### src/hw/rtl/kaf_pkg.sv
// Shared constants, formats and saturation helpers of the angle/bias Kalman filter.
// No dependencies; imported by the top level, scoped names used by the serial units.
package kaf_pkg;

	// Field and state formats
	localparam int MEAS_W  = 25;   // Q9.16 measured angle
	localparam int GYRO_W  = 26;   // Q10.16 gyro rate
	localparam int DT_W    = 16;   // Q0.16 time step
	localparam int ANGLE_W = 32;   // Q16.16 angle and bias
	localparam int COV_W   = 48;   // Q16.32 covariance and gain
	localparam int CFG_W   = 24;   // Q8.16 noise settings
	localparam int Q_FRAC  = 16;   // fraction bits of Q16.16
	localparam int GAIN_FRAC = 32; // fraction bits of Q16.32

	// Exact sums before saturation, and rounded product magnitudes
	localparam int WORK_W = 52;
	localparam int MAG_W  = 65;

	// Serial units
	localparam int MUL_AW = COV_W;
	localparam int MUL_BW = COV_W;
	localparam int MUL_CW = $clog2(MUL_BW + 1);
	localparam int DIV_NW = COV_W;
	localparam int DIV_FW = GAIN_FRAC;
	localparam int DIV_QW = COV_W;

	// Multiplier run lengths (bits of the serial operand)
	localparam logic [MUL_CW-1:0] LEN_DT  = MUL_CW'(DT_W);
	localparam logic [MUL_CW-1:0] LEN_ERR = MUL_CW'(ANGLE_W);
	localparam logic [MUL_CW-1:0] LEN_COV = MUL_CW'(COV_W);

	// Configuration register indexes and reset values
	localparam int CFG_IDX_W = 2;
	localparam logic [CFG_IDX_W-1:0] CFG_ANGLE_NOISE = 2'd0;
	localparam logic [CFG_IDX_W-1:0] CFG_BIAS_NOISE  = 2'd1;
	localparam logic [CFG_IDX_W-1:0] CFG_MEAS_NOISE  = 2'd2;
	localparam logic [CFG_W-1:0] ANGLE_NOISE_RST = 24'd6554;
	localparam logic [CFG_W-1:0] BIAS_NOISE_RST  = 24'd19661;
	localparam logic [CFG_W-1:0] MEAS_NOISE_RST  = 24'd19661;

	function automatic logic signed [WORK_W-1:0] sx32(input logic signed [ANGLE_W-1:0] v);
		return {{(WORK_W-ANGLE_W){v[ANGLE_W-1]}}, v};
	endfunction

	function automatic logic signed [WORK_W-1:0] sx48(input logic signed [COV_W-1:0] v);
		return {{(WORK_W-COV_W){v[COV_W-1]}}, v};
	endfunction

	function automatic logic signed [ANGLE_W-1:0] sat32(input logic signed [WORK_W-1:0] v);
		if (v[WORK_W-1:ANGLE_W-1] == {(WORK_W-ANGLE_W+1){v[WORK_W-1]}})
			return v[ANGLE_W-1:0];
		else if (v[WORK_W-1])
			return {1'b1, {(ANGLE_W-1){1'b0}}};
		else
			return {1'b0, {(ANGLE_W-1){1'b1}}};
	endfunction

	function automatic logic signed [COV_W-1:0] sat48(input logic signed [WORK_W-1:0] v);
		if (v[WORK_W-1:COV_W-1] == {(WORK_W-COV_W+1){v[WORK_W-1]}})
			return v[COV_W-1:0];
		else if (v[WORK_W-1])
			return {1'b1, {(COV_W-1){1'b0}}};
		else
			return {1'b0, {(COV_W-1){1'b1}}};
	endfunction

	// Apply a sign to a magnitude and clip it to 32 bits
	function automatic logic signed [ANGLE_W-1:0] lim32(input logic neg,
		input logic [MAG_W-1:0] m);
		logic [ANGLE_W-1:0] low;
		low = m[ANGLE_W-1:0];
		if (m[MAG_W-1:ANGLE_W-1] != '0)
			return neg ? {1'b1, {(ANGLE_W-1){1'b0}}} : {1'b0, {(ANGLE_W-1){1'b1}}};
		else
			return neg ? ~low + 1'b1 : low;
	endfunction

	// Apply a sign to a magnitude and clip it to 48 bits
	function automatic logic signed [COV_W-1:0] lim48(input logic neg,
		input logic [MAG_W-1:0] m);
		logic [COV_W-1:0] low;
		low = m[COV_W-1:0];
		if (m[MAG_W-1:COV_W-1] != '0)
			return neg ? {1'b1, {(COV_W-1){1'b0}}} : {1'b0, {(COV_W-1){1'b1}}};
		else
			return neg ? ~low + 1'b1 : low;
	endfunction

	function automatic logic [COV_W-1:0] mag48(input logic signed [COV_W-1:0] v);
		return v[COV_W-1] ? COV_W'(-v) : COV_W'(v);
	endfunction

	function automatic logic [COV_W-1:0] mag32(input logic signed [ANGLE_W-1:0] v);
		logic [ANGLE_W-1:0] m;
		m = v[ANGLE_W-1] ? ANGLE_W'(-v) : ANGLE_W'(v);
		return COV_W'(m);
	endfunction

endpackage

### src/hw/rtl/kaf_serial_mul.sv
// Serial-parallel unsigned multiplier: one bit of the serial operand per cycle.
// Depends on kaf_pkg for default widths only.
module kaf_serial_mul #(
	parameter int AW = kaf_pkg::MUL_AW,
	parameter int BW = kaf_pkg::MUL_BW,
	localparam int CW = $clog2(BW + 1)
) (
	input  logic          clk,
	input  logic          arst_n,
	input  logic          start,
	input  logic [CW-1:0] len,
	input  logic [AW-1:0] mcand,
	input  logic [BW-1:0] mplier,
	output logic          done,
	output logic [AW-1:0] hi,
	output logic [BW-1:0] lo
);

	logic [AW-1:0] a_q;
	logic [AW-1:0] hi_q;
	logic [BW-1:0] b_q;
	logic [BW-1:0] lo_q;
	logic [CW-1:0] cnt_q;
	logic          busy_q;
	logic          done_q;
	logic [AW:0]   sum;

	// After len steps the product sits in {hi, top len bits of lo}
	assign sum = {1'b0, hi_q} + (b_q[0] ? {1'b0, a_q} : '0);

	always_ff @(posedge clk or negedge arst_n) begin
		if (!arst_n) begin
			busy_q <= 1'b0;
			done_q <= 1'b0;
			cnt_q  <= '0;
		end else begin
			done_q <= 1'b0;
			if (start) begin
				busy_q <= 1'b1;
				cnt_q  <= len;
			end else if (busy_q) begin
				cnt_q <= cnt_q - 1'b1;
				if (cnt_q == CW'(1)) begin
					busy_q <= 1'b0;
					done_q <= 1'b1;
				end
			end
		end
	end

	always_ff @(posedge clk) begin
		if (start) begin
			a_q  <= mcand;
			b_q  <= mplier;
			hi_q <= '0;
			lo_q <= '0;
		end else if (busy_q) begin
			hi_q <= sum[AW:1];
			lo_q <= {sum[0], lo_q[BW-1:1]};
			b_q  <= b_q >> 1;
		end
	end

	assign done = done_q;
	assign hi   = hi_q;
	assign lo   = lo_q;

endmodule

### config.mk
export PLATFORM = sky130hd
export DESIGN_NAME = kaf_serial_mul
export DESIGN_NICKNAME = d
export VERILOG_FILES = /design/src/hw/rtl/kaf_pkg.sv /design/src/hw/rtl/kaf_serial_mul.sv
export SDC_FILE = /design/constraint.sdc
export NUM_CORES = 1
export LEC_CHECK = 0
export BUFFER_PORTS_ARGS = -buffer_cell sky130_fd_sc_hd__buf_2
export CORE_MARGIN = 2
export CORE_UTILIZATION = 45
export CTS_BUF_LIST = sky130_fd_sc_hd__clkbuf_8
export DETAILED_ROUTE_END_ITERATION = 10
export GPL_ROUTABILITY_DRIVEN = 0
export HOLD_SLACK_MARGIN = 0.03
export PLACE_DENSITY = 0.65
export SKIP_LAST_GASP = 1
export SYNTH_ARGS = -nofsm -noshare
export SYNTH_HDL_FRONTEND = slang
export SYNTH_SLANG_ARGS = --single-unit
export TNS_END_PERCENT = 100
### constraint.sdc
create_clock -name clk -period 5.4 [get_ports clk]
set_clock_uncertainty 0.15 [all_clocks]
set_input_delay 0.54 -clock clk [delete_from_list [all_inputs] [get_ports clk]]
set_output_delay 0.54 -clock clk [all_outputs]
set_load 0.02 [all_outputs]
==> reports/qor.yml <==
critPathCaptureType: "flip-flop"
worst_slew_pin_slew_ns: 1.090
grt.total_usage_pct: 20.12
hold_slack_ns: 0.07332
outcome: "complete, no violations"
pin_count: 202
clockRootBuffer: "clkbuf_8"
synth_flop_cell: "edfxtp_1"
grt_pass1_vias: 7584
ys_top_cells_by_count: "nor2_1 (113), dfxtp_1 (96), edfxtp_1 (96), nand2_1 (71), mux2i_1 (67)"
yosysMostFrequentCell: "nor2_1"
io_buffers: 201
slew_headroom_pct: 27.32
wirelength_mm: 24.67
worst_slack_ns: 1.820
cts.path.max_buffers: 2
layout_min_cycle_time_ns: 3.580
syn_area_per_cell_sq_um: 10.37
num-fill-cells: 2111
synth_top_family_by_area: "compound AO/OA/AOI/OAI gates"
vias_per_cell: 5.284
crit_required_ns: 5.62
initial_core_util_pct: 46.03
p_leak_nw: 5.706
htree_levels: 4
clkTransAtPathRegs_ns: 0.12
placed_area_sq_um: 11700
pre_cts_ws_ns: 1.818
async_flop_share_pct: 4.000
grt_max_degree: 153
synthSimpleGateAreaFrac_pct: 13.71
via_count: 7968
postLayoutCellArea_sq_um: 12130
netlist_top_cells_area: "edfxtp_1 (27%), dfxtp_1 (18%), mux2i_1 (6.4%)"
fin_nets: 1335
synthMuxAreaShare_pct: 11.45
synth_top_area_cell: "edfxtp_1"
synthXorXnorAreaFrac_pct: 3.342
clk_latency_ns: 0.49
drv_cap: 0
synth-compound-area-share_pct: 14.80
fin_crit_sh_pct: 66.30
dp_hpwl_mm: 17.83
critPathMaxFanout: 48
synth_cell_types: 69
cts_tree: "built"
cts_made_buffers: 17
ys_warn_count: 0
p_per_area_nw_per_um2: 358.8
synthAdderAreaFrac_pct: 6.158
cp-start-kind: "flip-flop"
hold_path_class: "input port to flip-flop"
fin_setup_tns_ns: 0
fmax_mhz: 279.3
grt-ovfl-total: 0
dieWidth_um: 156.6
netlist_area_sq_um: 10480
critPathKind: "flip-flop to flip-flop"
slew_violations: 0
die_y_um: 156.6
ir_worst_vdd_mv: 0.1439
setup_viol_count_final: 0
power_mw: 4.353
synth_cells: 1011
drcViolationCount: 0
hold_viol: 0
syn_to_final_growth_pct: 15.72
drive_gt1_share_pct: 25.67
syn_nets: 1167
ys_ff_latch: 200
drt-initial-drc-count: 388
route.detailed.wl_per_inst_um: 16.36
drtAntennaViolNets: 0
yosysSeqAreaShare_pct: 47.74
grt_pass1_wl_mm: 39.16
rows: 55
antenna_found_initial: 5
rsz0062_at_grt: "no"
numClockSinks: 200
yosysTopAreaCellShare_pct: 27.50
first_pass_iters: 4
arrival_ns: 3.80
coreArea_sq_um: 22780
synth_edf_count: 96
die-area_sq_um: 24530
worst max-delay path, cell delays in order, from the launching register on:
cell and delay, ns:
edfxtp_1 0.37, buf_4 0.27, and2_1 0.19, ha_1 0.22, fa_1 0.43, a211oi_1 0.32, nor2_1 0.11, nand3_1 0.16
a211oi_2 0.12, o31ai_4 0.35, o22ai_1 0.17, or3_1 0.36, a32o_1 0.24
routing by layer:
metal  global-route usage, %  wire (um)  part of all wire, %  vias up
met2                   32.07      11140                   45      209
met4                   6.247        436                  1.8        4
met3                   6.619       1723                  7.0       34
met5                       0         21                0.085        -
li1                        -          -                    -     3995
met1                   25.98      11360                   46     3726
state kept, by name, indices dropped and copies added, names as in the netlist:
| name | flops |
|---|---|
| a_q | 48 |
| b_q | 48 |
| hi | 48 |
| lo | 48 |
| cnt_q | 6 |
| busy_q | 1 |
| done | 1 |
cells in the final DEF, fill, tap and decap left out, drive strengths merged, types with 19 or more instances in the layout:
master  count
buf       205
xor2       19
mux2i      67
mux2       47
nand2      71
nor2      113
ha         50
xnor2      21
inv        22
a21o       29
and2       53
o21ai      61
dfxtp      96
a21oi      60
edfxtp     96
report_power, final:
group	switching [mW]	leakage (nW)	total (mW)	internal, mW
Combinational	0.877	3.64	1.45	0.575
Sequential	0.134	1.86	1.93	1.80
Clock	0.616	0.210	0.970	0.355
logic make-up after synthesis:
family          Yosys count
simple gates            303
xor+xnor                 40
fa+ha+maj                51
mux                     114
buf+inv                  72
compound gates          231
flops                   200
final timing paths:
kind	start	to	slack, ns	cells after the start
worst min register to register	hi[39]$_SDFFE_PP0P_	hi[39]$_SDFFE_PP0P_	0.32	2
worst max-delay path	b_q[0]$_DFFE_PP_	hi[43]$_SDFFE_PP0P_	1.82	12
max in group asynchronous	arst_n	busy_q$_DFF_PN0_	4.58	2
worst max register to register	b_q[0]$_DFFE_PP_	hi[43]$_SDFFE_PP0P_	1.82	12
worst min-delay path	mcand[41]	a_q[41]$_DFFE_PP_	0.07	1
min in group asynchronous	arst_n	cnt_q[2]$_DFFE_PN0P_	0.33	2
through the flow:
step           instances  util, %
2_1_floorplan       1011        -
3_3_place_gp        1472    51.36
3_5_place_dp        1472    51.36
4_1_cts             1505    53.23
5_1_grt             1505    53.23
6_report            1508    53.26
area by class of cell:
class	instances	area, sq um	area share (%)
inverter	15	56.30	0.4641
clock buffer	17	234.0	1.929
timing repair buffer	206	1065	8.777
sequential	200	5009	41.29
clock inverter	15	181.4	1.495
tap	313	391.6	3.228
antenna	3	7.507	0.06188
multi-input combinational	739	5187	42.76
repair_timing:
action	4_1_cts	5_1_grt
gates resized for setup	0	0
endpoints found under the hold margin	8	0
setup buffers	0	0
hold buffers	1	0
setup endpoints to repair	0	0
No activity file was read; power rests on OpenSTA's default activity.
