--- config.mk ---
export PLATFORM = sky130hd
export DESIGN_NAME = kaf_serial_div
export DESIGN_NICKNAME = d
export VERILOG_FILES = /design/src/hw/rtl/kaf_pkg.sv /design/src/hw/rtl/kaf_serial_div.sv
export SDC_FILE = /design/constraint.sdc
export NUM_CORES = 1
export LEC_CHECK = 0
export BUFFER_PORTS_ARGS = -buffer_cell sky130_fd_sc_hd__buf_2
export CAP_MARGIN = 30
export CORE_ASPECT_RATIO = 0.7
export CORE_MARGIN = 2
export CORE_UTILIZATION = 40
export DETAILED_ROUTE_END_ITERATION = 6
export PLACE_DENSITY = 0.59
export SLEW_MARGIN = 20
export SYNTH_ARGS = -nofsm -noshare
export SYNTH_HDL_FRONTEND = slang
export SYNTH_SLANG_ARGS = --single-unit
export TNS_END_PERCENT = 1
--- constraint.sdc ---
create_clock -name clk -period 3.41 [get_ports clk]
set_input_delay 0.1705 -clock clk [delete_from_list [all_inputs] [get_ports clk]]
set_output_delay 0.1705 -clock clk [all_outputs]
set_load 0.03 [all_outputs]
--- src/hw/rtl/kaf_pkg.sv ---
// Shared constants, formats and saturation helpers of the angle/bias Kalman filter.
// No dependencies; imported by the top level, scoped names used by the serial units.
package kaf_pkg;

	// Field and state formats
	localparam int MEAS_W  = 25;   // Q9.16 measured angle
	localparam int GYRO_W  = 26;   // Q10.16 gyro rate
	localparam int DT_W    = 16;   // Q0.16 time step
	localparam int ANGLE_W = 32;   // Q16.16 angle and bias
	localparam int COV_W   = 48;   // Q16.32 covariance and gain
	localparam int CFG_W   = 24;   // Q8.16 noise settings
	localparam int Q_FRAC  = 16;   // fraction bits of Q16.16
	localparam int GAIN_FRAC = 32; // fraction bits of Q16.32

	// Exact sums before saturation, and rounded product magnitudes
	localparam int WORK_W = 52;
	localparam int MAG_W  = 65;

	// Serial units
	localparam int MUL_AW = COV_W;
	localparam int MUL_BW = COV_W;
	localparam int MUL_CW = $clog2(MUL_BW + 1);
	localparam int DIV_NW = COV_W;
	localparam int DIV_FW = GAIN_FRAC;
	localparam int DIV_QW = COV_W;

	// Multiplier run lengths (bits of the serial operand)
	localparam logic [MUL_CW-1:0] LEN_DT  = MUL_CW'(DT_W);
	localparam logic [MUL_CW-1:0] LEN_ERR = MUL_CW'(ANGLE_W);
	localparam logic [MUL_CW-1:0] LEN_COV = MUL_CW'(COV_W);

	// Configuration register indexes and reset values
	localparam int CFG_IDX_W = 2;
	localparam logic [CFG_IDX_W-1:0] CFG_ANGLE_NOISE = 2'd0;
	localparam logic [CFG_IDX_W-1:0] CFG_BIAS_NOISE  = 2'd1;
	localparam logic [CFG_IDX_W-1:0] CFG_MEAS_NOISE  = 2'd2;
	localparam logic [CFG_W-1:0] ANGLE_NOISE_RST = 24'd6554;
	localparam logic [CFG_W-1:0] BIAS_NOISE_RST  = 24'd19661;
	localparam logic [CFG_W-1:0] MEAS_NOISE_RST  = 24'd19661;

	function automatic logic signed [WORK_W-1:0] sx32(input logic signed [ANGLE_W-1:0] v);
		return {{(WORK_W-ANGLE_W){v[ANGLE_W-1]}}, v};
	endfunction

	function automatic logic signed [WORK_W-1:0] sx48(input logic signed [COV_W-1:0] v);
		return {{(WORK_W-COV_W){v[COV_W-1]}}, v};
	endfunction

	function automatic logic signed [ANGLE_W-1:0] sat32(input logic signed [WORK_W-1:0] v);
		if (v[WORK_W-1:ANGLE_W-1] == {(WORK_W-ANGLE_W+1){v[WORK_W-1]}})
			return v[ANGLE_W-1:0];
		else if (v[WORK_W-1])
			return {1'b1, {(ANGLE_W-1){1'b0}}};
		else
			return {1'b0, {(ANGLE_W-1){1'b1}}};
	endfunction

	function automatic logic signed [COV_W-1:0] sat48(input logic signed [WORK_W-1:0] v);
		if (v[WORK_W-1:COV_W-1] == {(WORK_W-COV_W+1){v[WORK_W-1]}})
			return v[COV_W-1:0];
		else if (v[WORK_W-1])
			return {1'b1, {(COV_W-1){1'b0}}};
		else
			return {1'b0, {(COV_W-1){1'b1}}};
	endfunction

	// Apply a sign to a magnitude and clip it to 32 bits
	function automatic logic signed [ANGLE_W-1:0] lim32(input logic neg,
		input logic [MAG_W-1:0] m);
		logic [ANGLE_W-1:0] low;
		low = m[ANGLE_W-1:0];
		if (m[MAG_W-1:ANGLE_W-1] != '0)
			return neg ? {1'b1, {(ANGLE_W-1){1'b0}}} : {1'b0, {(ANGLE_W-1){1'b1}}};
		else
			return neg ? ~low + 1'b1 : low;
	endfunction

	// Apply a sign to a magnitude and clip it to 48 bits
	function automatic logic signed [COV_W-1:0] lim48(input logic neg,
		input logic [MAG_W-1:0] m);
		logic [COV_W-1:0] low;
		low = m[COV_W-1:0];
		if (m[MAG_W-1:COV_W-1] != '0)
			return neg ? {1'b1, {(COV_W-1){1'b0}}} : {1'b0, {(COV_W-1){1'b1}}};
		else
			return neg ? ~low + 1'b1 : low;
	endfunction

	function automatic logic [COV_W-1:0] mag48(input logic signed [COV_W-1:0] v);
		return v[COV_W-1] ? COV_W'(-v) : COV_W'(v);
	endfunction

	function automatic logic [COV_W-1:0] mag32(input logic signed [ANGLE_W-1:0] v);
		logic [ANGLE_W-1:0] m;
		m = v[ANGLE_W-1] ? ANGLE_W'(-v) : ANGLE_W'(v);
		return COV_W'(m);
	endfunction

endpackage

--- src/hw/rtl/kaf_serial_div.sv ---
// Restoring divider, one quotient bit per cycle: (num << FW) / den, sticky overflow.
// Depends on kaf_pkg for default widths only.
module kaf_serial_div #(
	parameter int NW = kaf_pkg::DIV_NW,
	parameter int FW = kaf_pkg::DIV_FW,
	parameter int QW = kaf_pkg::DIV_QW,
	localparam int DW = NW + FW,
	localparam int CW = $clog2(DW + 1)
) (
	input  logic          clk,
	input  logic          arst_n,
	input  logic          start,
	input  logic [NW-1:0] num,
	input  logic [NW-1:0] den,
	output logic          done,
	output logic [QW-1:0] quo,
	output logic          over
);

	logic [DW-1:0] sh_q;
	logic [NW-1:0] den_q;
	logic [NW-1:0] rem_q;
	logic [QW-1:0] quo_q;
	logic          over_q;
	logic [CW-1:0] cnt_q;
	logic          busy_q;
	logic          done_q;
	logic [NW:0]   trial;
	logic [NW:0]   diff;
	logic          ge;

	assign trial = {rem_q, sh_q[DW-1]};
	assign diff  = trial - {1'b0, den_q};
	assign ge    = trial >= {1'b0, den_q};

	always_ff @(posedge clk or negedge arst_n) begin
		if (!arst_n) begin
			busy_q <= 1'b0;
			done_q <= 1'b0;
			cnt_q  <= '0;
		end else begin
			done_q <= 1'b0;
			if (start) begin
				busy_q <= 1'b1;
				cnt_q  <= CW'(DW);
			end else if (busy_q) begin
				cnt_q <= cnt_q - 1'b1;
				if (cnt_q == CW'(1)) begin
					busy_q <= 1'b0;
					done_q <= 1'b1;
				end
			end
		end
	end

	always_ff @(posedge clk) begin
		if (start) begin
			sh_q   <= {num, {FW{1'b0}}};
			den_q  <= den;
			rem_q  <= '0;
			quo_q  <= '0;
			over_q <= 1'b0;
		end else if (busy_q) begin
			sh_q   <= sh_q << 1;
			rem_q  <= ge ? diff[NW-1:0] : trial[NW-1:0];
			quo_q  <= {quo_q[QW-2:0], ge};
			// flag any bit that leaves the quotient width
			over_q <= over_q | quo_q[QW-1];
		end
	end

	assign done = done_q;
	assign quo  = quo_q;
	assign over = over_q;

endmodule

==> out/qor.tcl, run 1 <==
set qor(status) {finished, final reports clean}
set qor(ir_worst_vdd_v) 0.000340
set qor(synthesis.yosys.warnings) 0
set qor(layout-drive-gt1-share_pct) 21.4
set qor(worstHoldPathType) {primary input to asynchronous set/reset pin}
set qor(p_leak_nw) 6.14
set qor(stdcell_count) 1669
set qor(gp_congestion) 0.874
set qor(max_slew.worst_pin.slew_ps) 782
set qor(synth-async-reset-ratio_pct) 4.46
set qor(core_region_area_um2) 25900
set qor(reg2reg_depth) 13
set qor(finalClockSkew_ps) 21.3
set qor(maximum_capacitance_violations) 0
set qor(post_dp_cell_area_um2) 11800
set qor(cts_made_buffers) 23
set qor(final.min_clock_period_ps) 3190
set qor(drtIter0Drc) 465
set qor(postRouteAntennaNets) 0
set qor(dominant_combinational_cell_family_by_area_after_synthesis) {compound AO/OA/AOI/OAI gates}
set qor(synth.area.mux_share_pct) 10.5
set qor(critical_path.max_fanout) 4
set qor(synthesis.area_um2) 10600
set qor(slew_headroom_pct) 47.9
set qor(cell_area_after_layout_um2) 13500
set qor(grt_pass1_wl_mm) 42.6
set qor(global_route.overflow_total) 0
set qor(syn-mean-instance-area_um2) 9.98
set qor(synthesis.instances) 1063
set qor(die_h_um) 140
set qor(drt-pass1-iter-count) 5
set qor(syn_nets) 1213
set qor(worst_setup_path_end_kind) {flop}
set qor(num_rows) 49
set qor(cts_root_buffer) {clkbuf_16}
set qor(ff2ff_setup_slack_ps) 220
set qor(report.final.hold_viol_count) 0
set qor(reg2reg_from) {sh_q[79]$_DFFE_PP_}
set qor(yosysSeqAreaShare_pct) 47.6
set qor(remaining_drc_errors) 0
set qor(numPortBuffers) 148
set qor(via_count_of_the_first_global_routing_pass) 8209
set qor(synthAdderAreaFrac_pct) 6.08
set qor(critical_path_required_ps) 3850
set qor(initial_core_util_pct) 41.0
set qor(num_antenna_cells) 0
set qor(h-tree-depth) 1
set qor(gr-usage-all-layers_pct) 18.8
set qor(floorplan.die_area_um2) 27900
set qor(clock_latency_ps) 530
set qor(synth_xor_area_share_pct) 3.71
set qor(ioPinCount) 149
set qor(ys_ff_latch) 202
set qor(dpl.hpwl_mm) 17.5
set qor(final_max_slew_viol_count) 0
set qor(drt-vias-per-instance) 5.08
set qor(floorplan.die.width_um) 199
set qor(tritoncts_num_sinks) 202
set qor(synth_edf_count) 96
set qor(worstPathArrival_ps) 3630
set qor(utilization_after_layout_pct) 52.3
set qor(tritoncts) {yes}
set qor(synth_compound_area_share_pct) 15.3
set qor(clk_pin_slew_worst_paths_ps) 60
set qor(wl_mm) 26.1
set qor(largest_net_degree_at_the_start_of_global_routing) 72
set qor(setup_violations) 0
set qor(worst_setup_path_start_kind) {flop}
set qor(antenna_violations_before_repair) 0
set qor(synthSimpleGateAreaFrac_pct) 12.1
set qor(fmaxAchievable_mhz) 314
set qor(syn_to_final_growth_pct) 27.4
set qor(p_per_area_nw_per_um2) 563
set qor(min_period_over_period_pct) 93.5
set qor(critical_path_type) {flop to flop}
set qor(cts_buffer_depth) 3
set qor(vias) 8471
set qor(capture_point_of_the_worst_reg_to_reg_path) {rem_q[46]$_SDFFE_PP0P_}
set qor(post_drt_wl_per_cell_um) 15.6
set qor(place_inst) 1528
set qor(synth.lib_cells_used.distinct) 73
set qor(synth_top_flop_cell) {dfxtp_1}
set qor(final_net_count) 1445
[area by class of cell]
class / count / area, um^2
inverter: 64 / 240
sequential: 202 / 5050
timing repair buffer: 269 / 1920
tap: 357 / 447
clock buffer: 35 / 672
fill: 2446 / 12400
multi-input combinational: 735 / 5140
clock inverter: 7 / 45.0
[cells in the mapped netlist, types with 3 or more instances]
master     instances  area (um^2)
nor3_1            11         55.1
dfrtp_1            9          225
buf_2             17         85.1
nand3_1            4         20.0
a22o_1             7         61.3
clkbuf_1          32          120
o21a_1             4         30.0
nand4_1           16          100
a31oi_1            9         56.3
a211oi_1          36          270
buf_1             12         45.0
xor2_1            19          166
o21bai_1           7         52.6
o2111ai_1          3         26.3
o21ai_0           39          195
and2_1             3         18.8
nand2_1           62          233
edfxtp_1          96         2880
a22oi_1            3         22.5
ha_1              50          626
mux2i_1           56          561
nor4_1             5         31.3
a21oi_1           86          430
nor2_1           142          533
or3_1              4         25.0
a311oi_1           5         43.8
xnor2_1           26          228
mux2_2            48          541
a21o_1            19          143
dfxtp_1           97         1940
nor2b_1           13         81.3
inv_1             64          240
o22ai_1            3         18.8
nand2b_1           8         50.1
[worst max-delay path by stage]
stage | slack (ps) | cells after the start | to | startpoint
after floorplan | 480 | 12 | rem_q[46]$_SDFFE_PP0P_ | den_q[16]$_DFFE_PP_
after global placement | 120 | 13 | rem_q[9]$_SDFFE_PP0P_ | den_q[30]$_DFFE_PP_
after detailed placement | 160 | 12 | rem_q[9]$_SDFFE_PP0P_ | den_q[33]$_DFFE_PP_
after CTS | 110 | 13 | rem_q[9]$_SDFFE_PP0P_ | den_q[30]$_DFFE_PP_
after global routing | -8 | 12 | rem_q[46]$_SDFFE_PP0P_ | den_q[16]$_DFFE_PP_
final | 220 | 13 | rem_q[46]$_SDFFE_PP0P_ | sh_q[79]$_DFFE_PP_
[per-stage QoR]
step,worst slack (ps),setup TNS (ps),power (mW),hold WS [ps]
6_report,222,0,7.61,57.9
5_1_grt,-7.80,-7.80,8.09,54.1
4_1_cts,114,0,7.64,54.9
3_5_place_dp,155,0,5.14,36.9
3_3_place_gp,123,0,5.12,36.5
2_1_floorplan,480,0,4.58,-125
[critical path: stages, from the launching register on]
cell	delay, ps
edfxtp_1	350
inv_1	50
ha_1	220
fa_1	400
nor2b_2	170
o2111ai_1	110
nand2_1	160
a21oi_2	130
o311ai_4	420
a211oi_4	120
o21bai_4	190
a41oi_2	160
mux2_1	360
a311oi_2	260
[power breakdown]
part	switching, mW	leakage, nW	total [mW]	internal (mW)
logic	1.26	3.91	2.28	1.01
registers	0.155	1.87	2.97	2.81
clock network	0.996	0.352	2.36	1.36
total	2.42	6.14	7.61	5.19
[timing repair]
item,CTS,global route
setup buffers,0,2
hold buffers,97,0
endpoints found under the hold margin,105,0
endpoints found under the setup margin,0,22
gates resized for setup,0,15
[state kept, by name, indices dropped and copies added, names as in the netlist]
name    count
den_q      48
rem_q      48
over        1
cnt_q       7
quo        48
busy_q      1
sh_q       48
done        1
[layer usage]
| metal | GRT usage, % | up-vias | routed length, um | part of all wire [%] |
|---|---|---|---|---|
| met1 | 27.9 | 3968 | 13300 | 51 |
| met3 | 3.66 | 27 | 1310 | 5.0 |
| met2 | 28.4 | 188 | 11000 | 42 |
| li1 | - | 4288 | - | - |
| met5 | 0 | - | 0 | 0 |
| met4 | 3.97 | 0 | 453 | 1.7 |
[cells in the final DEF, fill, tap and decap left out, drive strengths merged, types with 41 or more instances in the layout]
cell         instances
a21oi               87
buf                172
dfxtp               97
dlygate4sd3         97
edfxtp              96
ha                  50
inv                 66
mux2                49
mux2i               56
nand2               63
nor2               142
o21ai               41
[logic make-up (layout without fill, tap and decap cells)]
kind of cell             count (synthesis)  count (layout)
XOR/XNOR                                45              45
AND/OR/NAND/NOR                        286             286
multiplexers                           105             105
AO/OA/AOI/OAI                          248             248
adder cells (fa/ha/maj)                 51              51
buffers and inverters                  126             375
flip-flops                             202             202
Power figures use the tool's default switching activity.
==> inputs of run 2 (changes only) <==
--- a/config.mk
+++ b/config.mk
@@ -11,7 +11,6 @@
 export CORE_MARGIN = 2
 export CORE_UTILIZATION = 40
 export DETAILED_ROUTE_END_ITERATION = 6
-export PLACE_DENSITY = 0.59
 export SLEW_MARGIN = 20
 export SYNTH_ARGS = -nofsm -noshare
 export SYNTH_HDL_FRONTEND = slang
==> run 2 against run 1 <==
First-iteration DRC count up 6.0%. Total power down 1.6%. Hold slack better by 13 ps. Non-clock buffer count down 2. Largest power group unchanged. Highest routed layer unchanged.
==> out/qor.tcl, run 2 (same netlist as run 1, synthesis figures left out) <==
set qor(slew_headroom_pct) 39.6 ;# -8.2 points
set qor(cts_buffer_depth) 3 ;# unchanged
set qor(initial_core_util_pct) 41.0 ;# unchanged
set qor(ordered_list_of_cells_on_the_worst_path) {inv_1 > ha_1 > fa_1 > nor2b_1 > o2111ai_1 > nand2_1 > a21oi_2 > o311ai_4 > a21oi_1 > a311oi_1 > buf_4 > mux2i_1 > o21ai_0 > o21ai_0}
set qor(p_leak_nw) 6.09 ;# -0.72%
set qor(ir_worst_vdd_v) 0.000426 ;# +25%
set qor(cpMaxStageDelayCell) {o311ai_4}
set qor(cts_root_buffer) {clkbuf_16}
set qor(ioPinCount) 149 ;# unchanged
set qor(clk_pin_slew_worst_paths_ps) 60 ;# about the same
set qor(die_h_um) 140 ;# unchanged
set qor(min_period_over_period_pct) 94.5 ;# +1.0 points
set qor(gp_congestion) 0.866 ;# -0.95%
set qor(tritoncts) {yes}
set qor(gr-usage-all-layers_pct) 18.5 ;# -0.34 points
set qor(total_power_mw) 7.49 ;# -1.6%
set qor(global_route.overflow_total) 0 ;# unchanged
set qor(vias) 8413 ;# -0.68%
set qor(report.final.hold_viol_count) 0 ;# unchanged
set qor(worst_setup_path_end_kind) {flop}
set qor(tritoncts_num_sinks) 202 ;# unchanged
set qor(dpl.hpwl_mm) 17.4 ;# -0.47%
set qor(critical-path-max-stage-delay_ps) 390 ;# -30 ps
set qor(clock_latency_ps) 510 ;# -20 ps
set qor(worstHoldPathType) {primary input to asynchronous set/reset pin}
set qor(status) {finished, final reports clean}
set qor(critical_path.max_fanout) 4 ;# unchanged
set qor(postCtsSetupRepairBufs) 0 ;# unchanged
set qor(grt_setup_unrepaired) {true}
set qor(final_max_slew_viol_count) 0 ;# unchanged
set qor(largest_net_degree_at_the_start_of_global_routing) 130 ;# +81%
set qor(setup_violations) 0 ;# unchanged
set qor(cts_made_buffers) 22 ;# -4.3%
set qor(wl_mm) 25.9 ;# -0.95%
set qor(floorplan.die.width_um) 199 ;# unchanged
set qor(floorplan.die_area_um2) 27900 ;# unchanged
set qor(drt-vias-per-instance) 5.06 ;# -0.39%
set qor(place_inst) 1528 ;# unchanged
set qor(critical_path_type) {flop to flop}
set qor(post_dp_cell_area_um2) 11700 ;# -0.11%
set qor(max_slew.worst_pin.slew_ps) 904 ;# +122 ps
set qor(drt-pass1-iter-count) 5 ;# unchanged
set qor(remaining_drc_errors) 0 ;# unchanged
set qor(finalClockSkew_ps) 14.6 ;# -6.71 ps
set qor(post_drt_wl_per_cell_um) 15.5 ;# -0.65%
set qor(via_count_of_the_first_global_routing_pass) 8023 ;# -2.3%
set qor(num_rows) 49 ;# unchanged
set qor(num_antenna_cells) 0 ;# unchanged
set qor(fmaxAchievable_mhz) 310 ;# -1.1%
set qor(drtIter0Drc) 493 ;# +6.0%
set qor(postRouteAntennaNets) 0 ;# unchanged
set qor(final_cell_mix) {147 x buf_2, 142 x nor2_1, 97 x dlygate4sd3_1, 97 x dfxtp_1, 96 x edfxtp_1}
set qor(h-tree-depth) 1 ;# unchanged
set qor(numPortBuffers) 148 ;# unchanged
set qor(grt_pass1_wl_mm) 41.8 ;# -1.8%
set qor(stdcell_count) 1664 ;# -0.30%
set qor(maximum_capacitance_violations) 0 ;# unchanged
set qor(worstPathArrival_ps) 3650 ;# +20 ps
set qor(layout-drive-gt1-share_pct) 20.6 ;# -0.84 points
set qor(core_region_area_um2) 25900 ;# unchanged
set qor(syn_to_final_growth_pct) 26.4
set qor(final.min_clock_period_ps) 3220 ;# +34.8 ps
set qor(cell_area_after_layout_um2) 13400 ;# -0.77%
set qor(cp_top_family) {compound AO/OA/AOI/OAI gates}
set qor(critical_path_buf_inv_count) 2 ;# +1
set qor(critical_path_required_ps) 3840 ;# about the same
set qor(worst_setup_path_start_kind) {flop}
set qor(final_net_count) 1442 ;# -0.21%
set qor(critical-path-top-cell-by-count) {o21ai_0}
set qor(antenna_violations_before_repair) 0 ;# unchanged
set qor(p_per_area_nw_per_um2) 558 ;# -0.80%
set qor(timing.hold.ws_ps) 70.5 ;# +12.6 ps
set qor(layout_commonest_cell) {buf_2}
## run 2: cell count changes in the layout (fill, tap and decap cells not counted), sizes merged
| cell | previous run | this run |
|---|---|---|
| clkinvlp | 1 | 0 |
| buf | 172 | 170 |
| clkinv | 4 | 3 |
| inv | 66 | 65 |
## run 2: final cells by class
class | count | area, um^2
Fill cell | 2387 | 12500
Multi-Input combinational cell | 735 | 5110
Sequential cell | 202 | 5050
Timing Repair Buffer | 267 | 1900
Clock buffer | 35 | 651
Tap cell | 357 | 447
Inverter | 64 | 240
Clock inverter | 4 | 21.3
## run 2: per-stage QoR
step | setup WS [ps] | setup TNS [ps] | util (%)
5_1_grt | -20.6 | -20.6 | 51.9
6_report | 187 | 0 | 51.9
3_5_place_dp | 201 | 0 | 45.4
4_1_cts | 169 | 0 | 51.7
2_1_floorplan | 480 | 0 | -
3_3_place_gp | 207 | 0 | 45.4
## run 2: report_power, final
group	total (mW)	internal (mW)	switching (mW)
Sequential	2.97	2.81	0.157
Clock	2.26	1.30	0.957
Combinational	2.26	0.993	1.26
Total	7.49	5.11	2.38
## run 2: worst paths after layout
path	end	cells after the start	start	slack [ps]
worst min register to register	rem_q[1]$_SDFFE_PP0P_	2	rem_q[1]$_SDFFE_PP0P_	500
worst min-delay path	busy_q$_DFF_PN0_	2	arst_n	70
min in group clk	cnt_q[0]$_DFFE_PN0P_	2	start	140
max in group asynchronous	busy_q$_DFF_PN0_	2	arst_n	3140
worst max-delay path	rem_q[40]$_SDFFE_PP0P_	14	sh_q[79]$_DFFE_PP_	190
worst max register to register	rem_q[40]$_SDFFE_PP0P_	14	sh_q[79]$_DFFE_PP_	190
## run 2: layer usage
metal	vias to the layer above	GRT usage [%]	wire length [um]
met3	24	3.23	1410
met5	-	0	0
met4	0	2.99	342
met2	205	27.4	10900
li1	4262	-	-
met1	3922	28.4	13200
## run 2: what timing repair did
action,CTS,global route
gates resized for setup,0,6
setup endpoints to repair,0,11
hold endpoints to repair,105,0
hold buffers,97,0
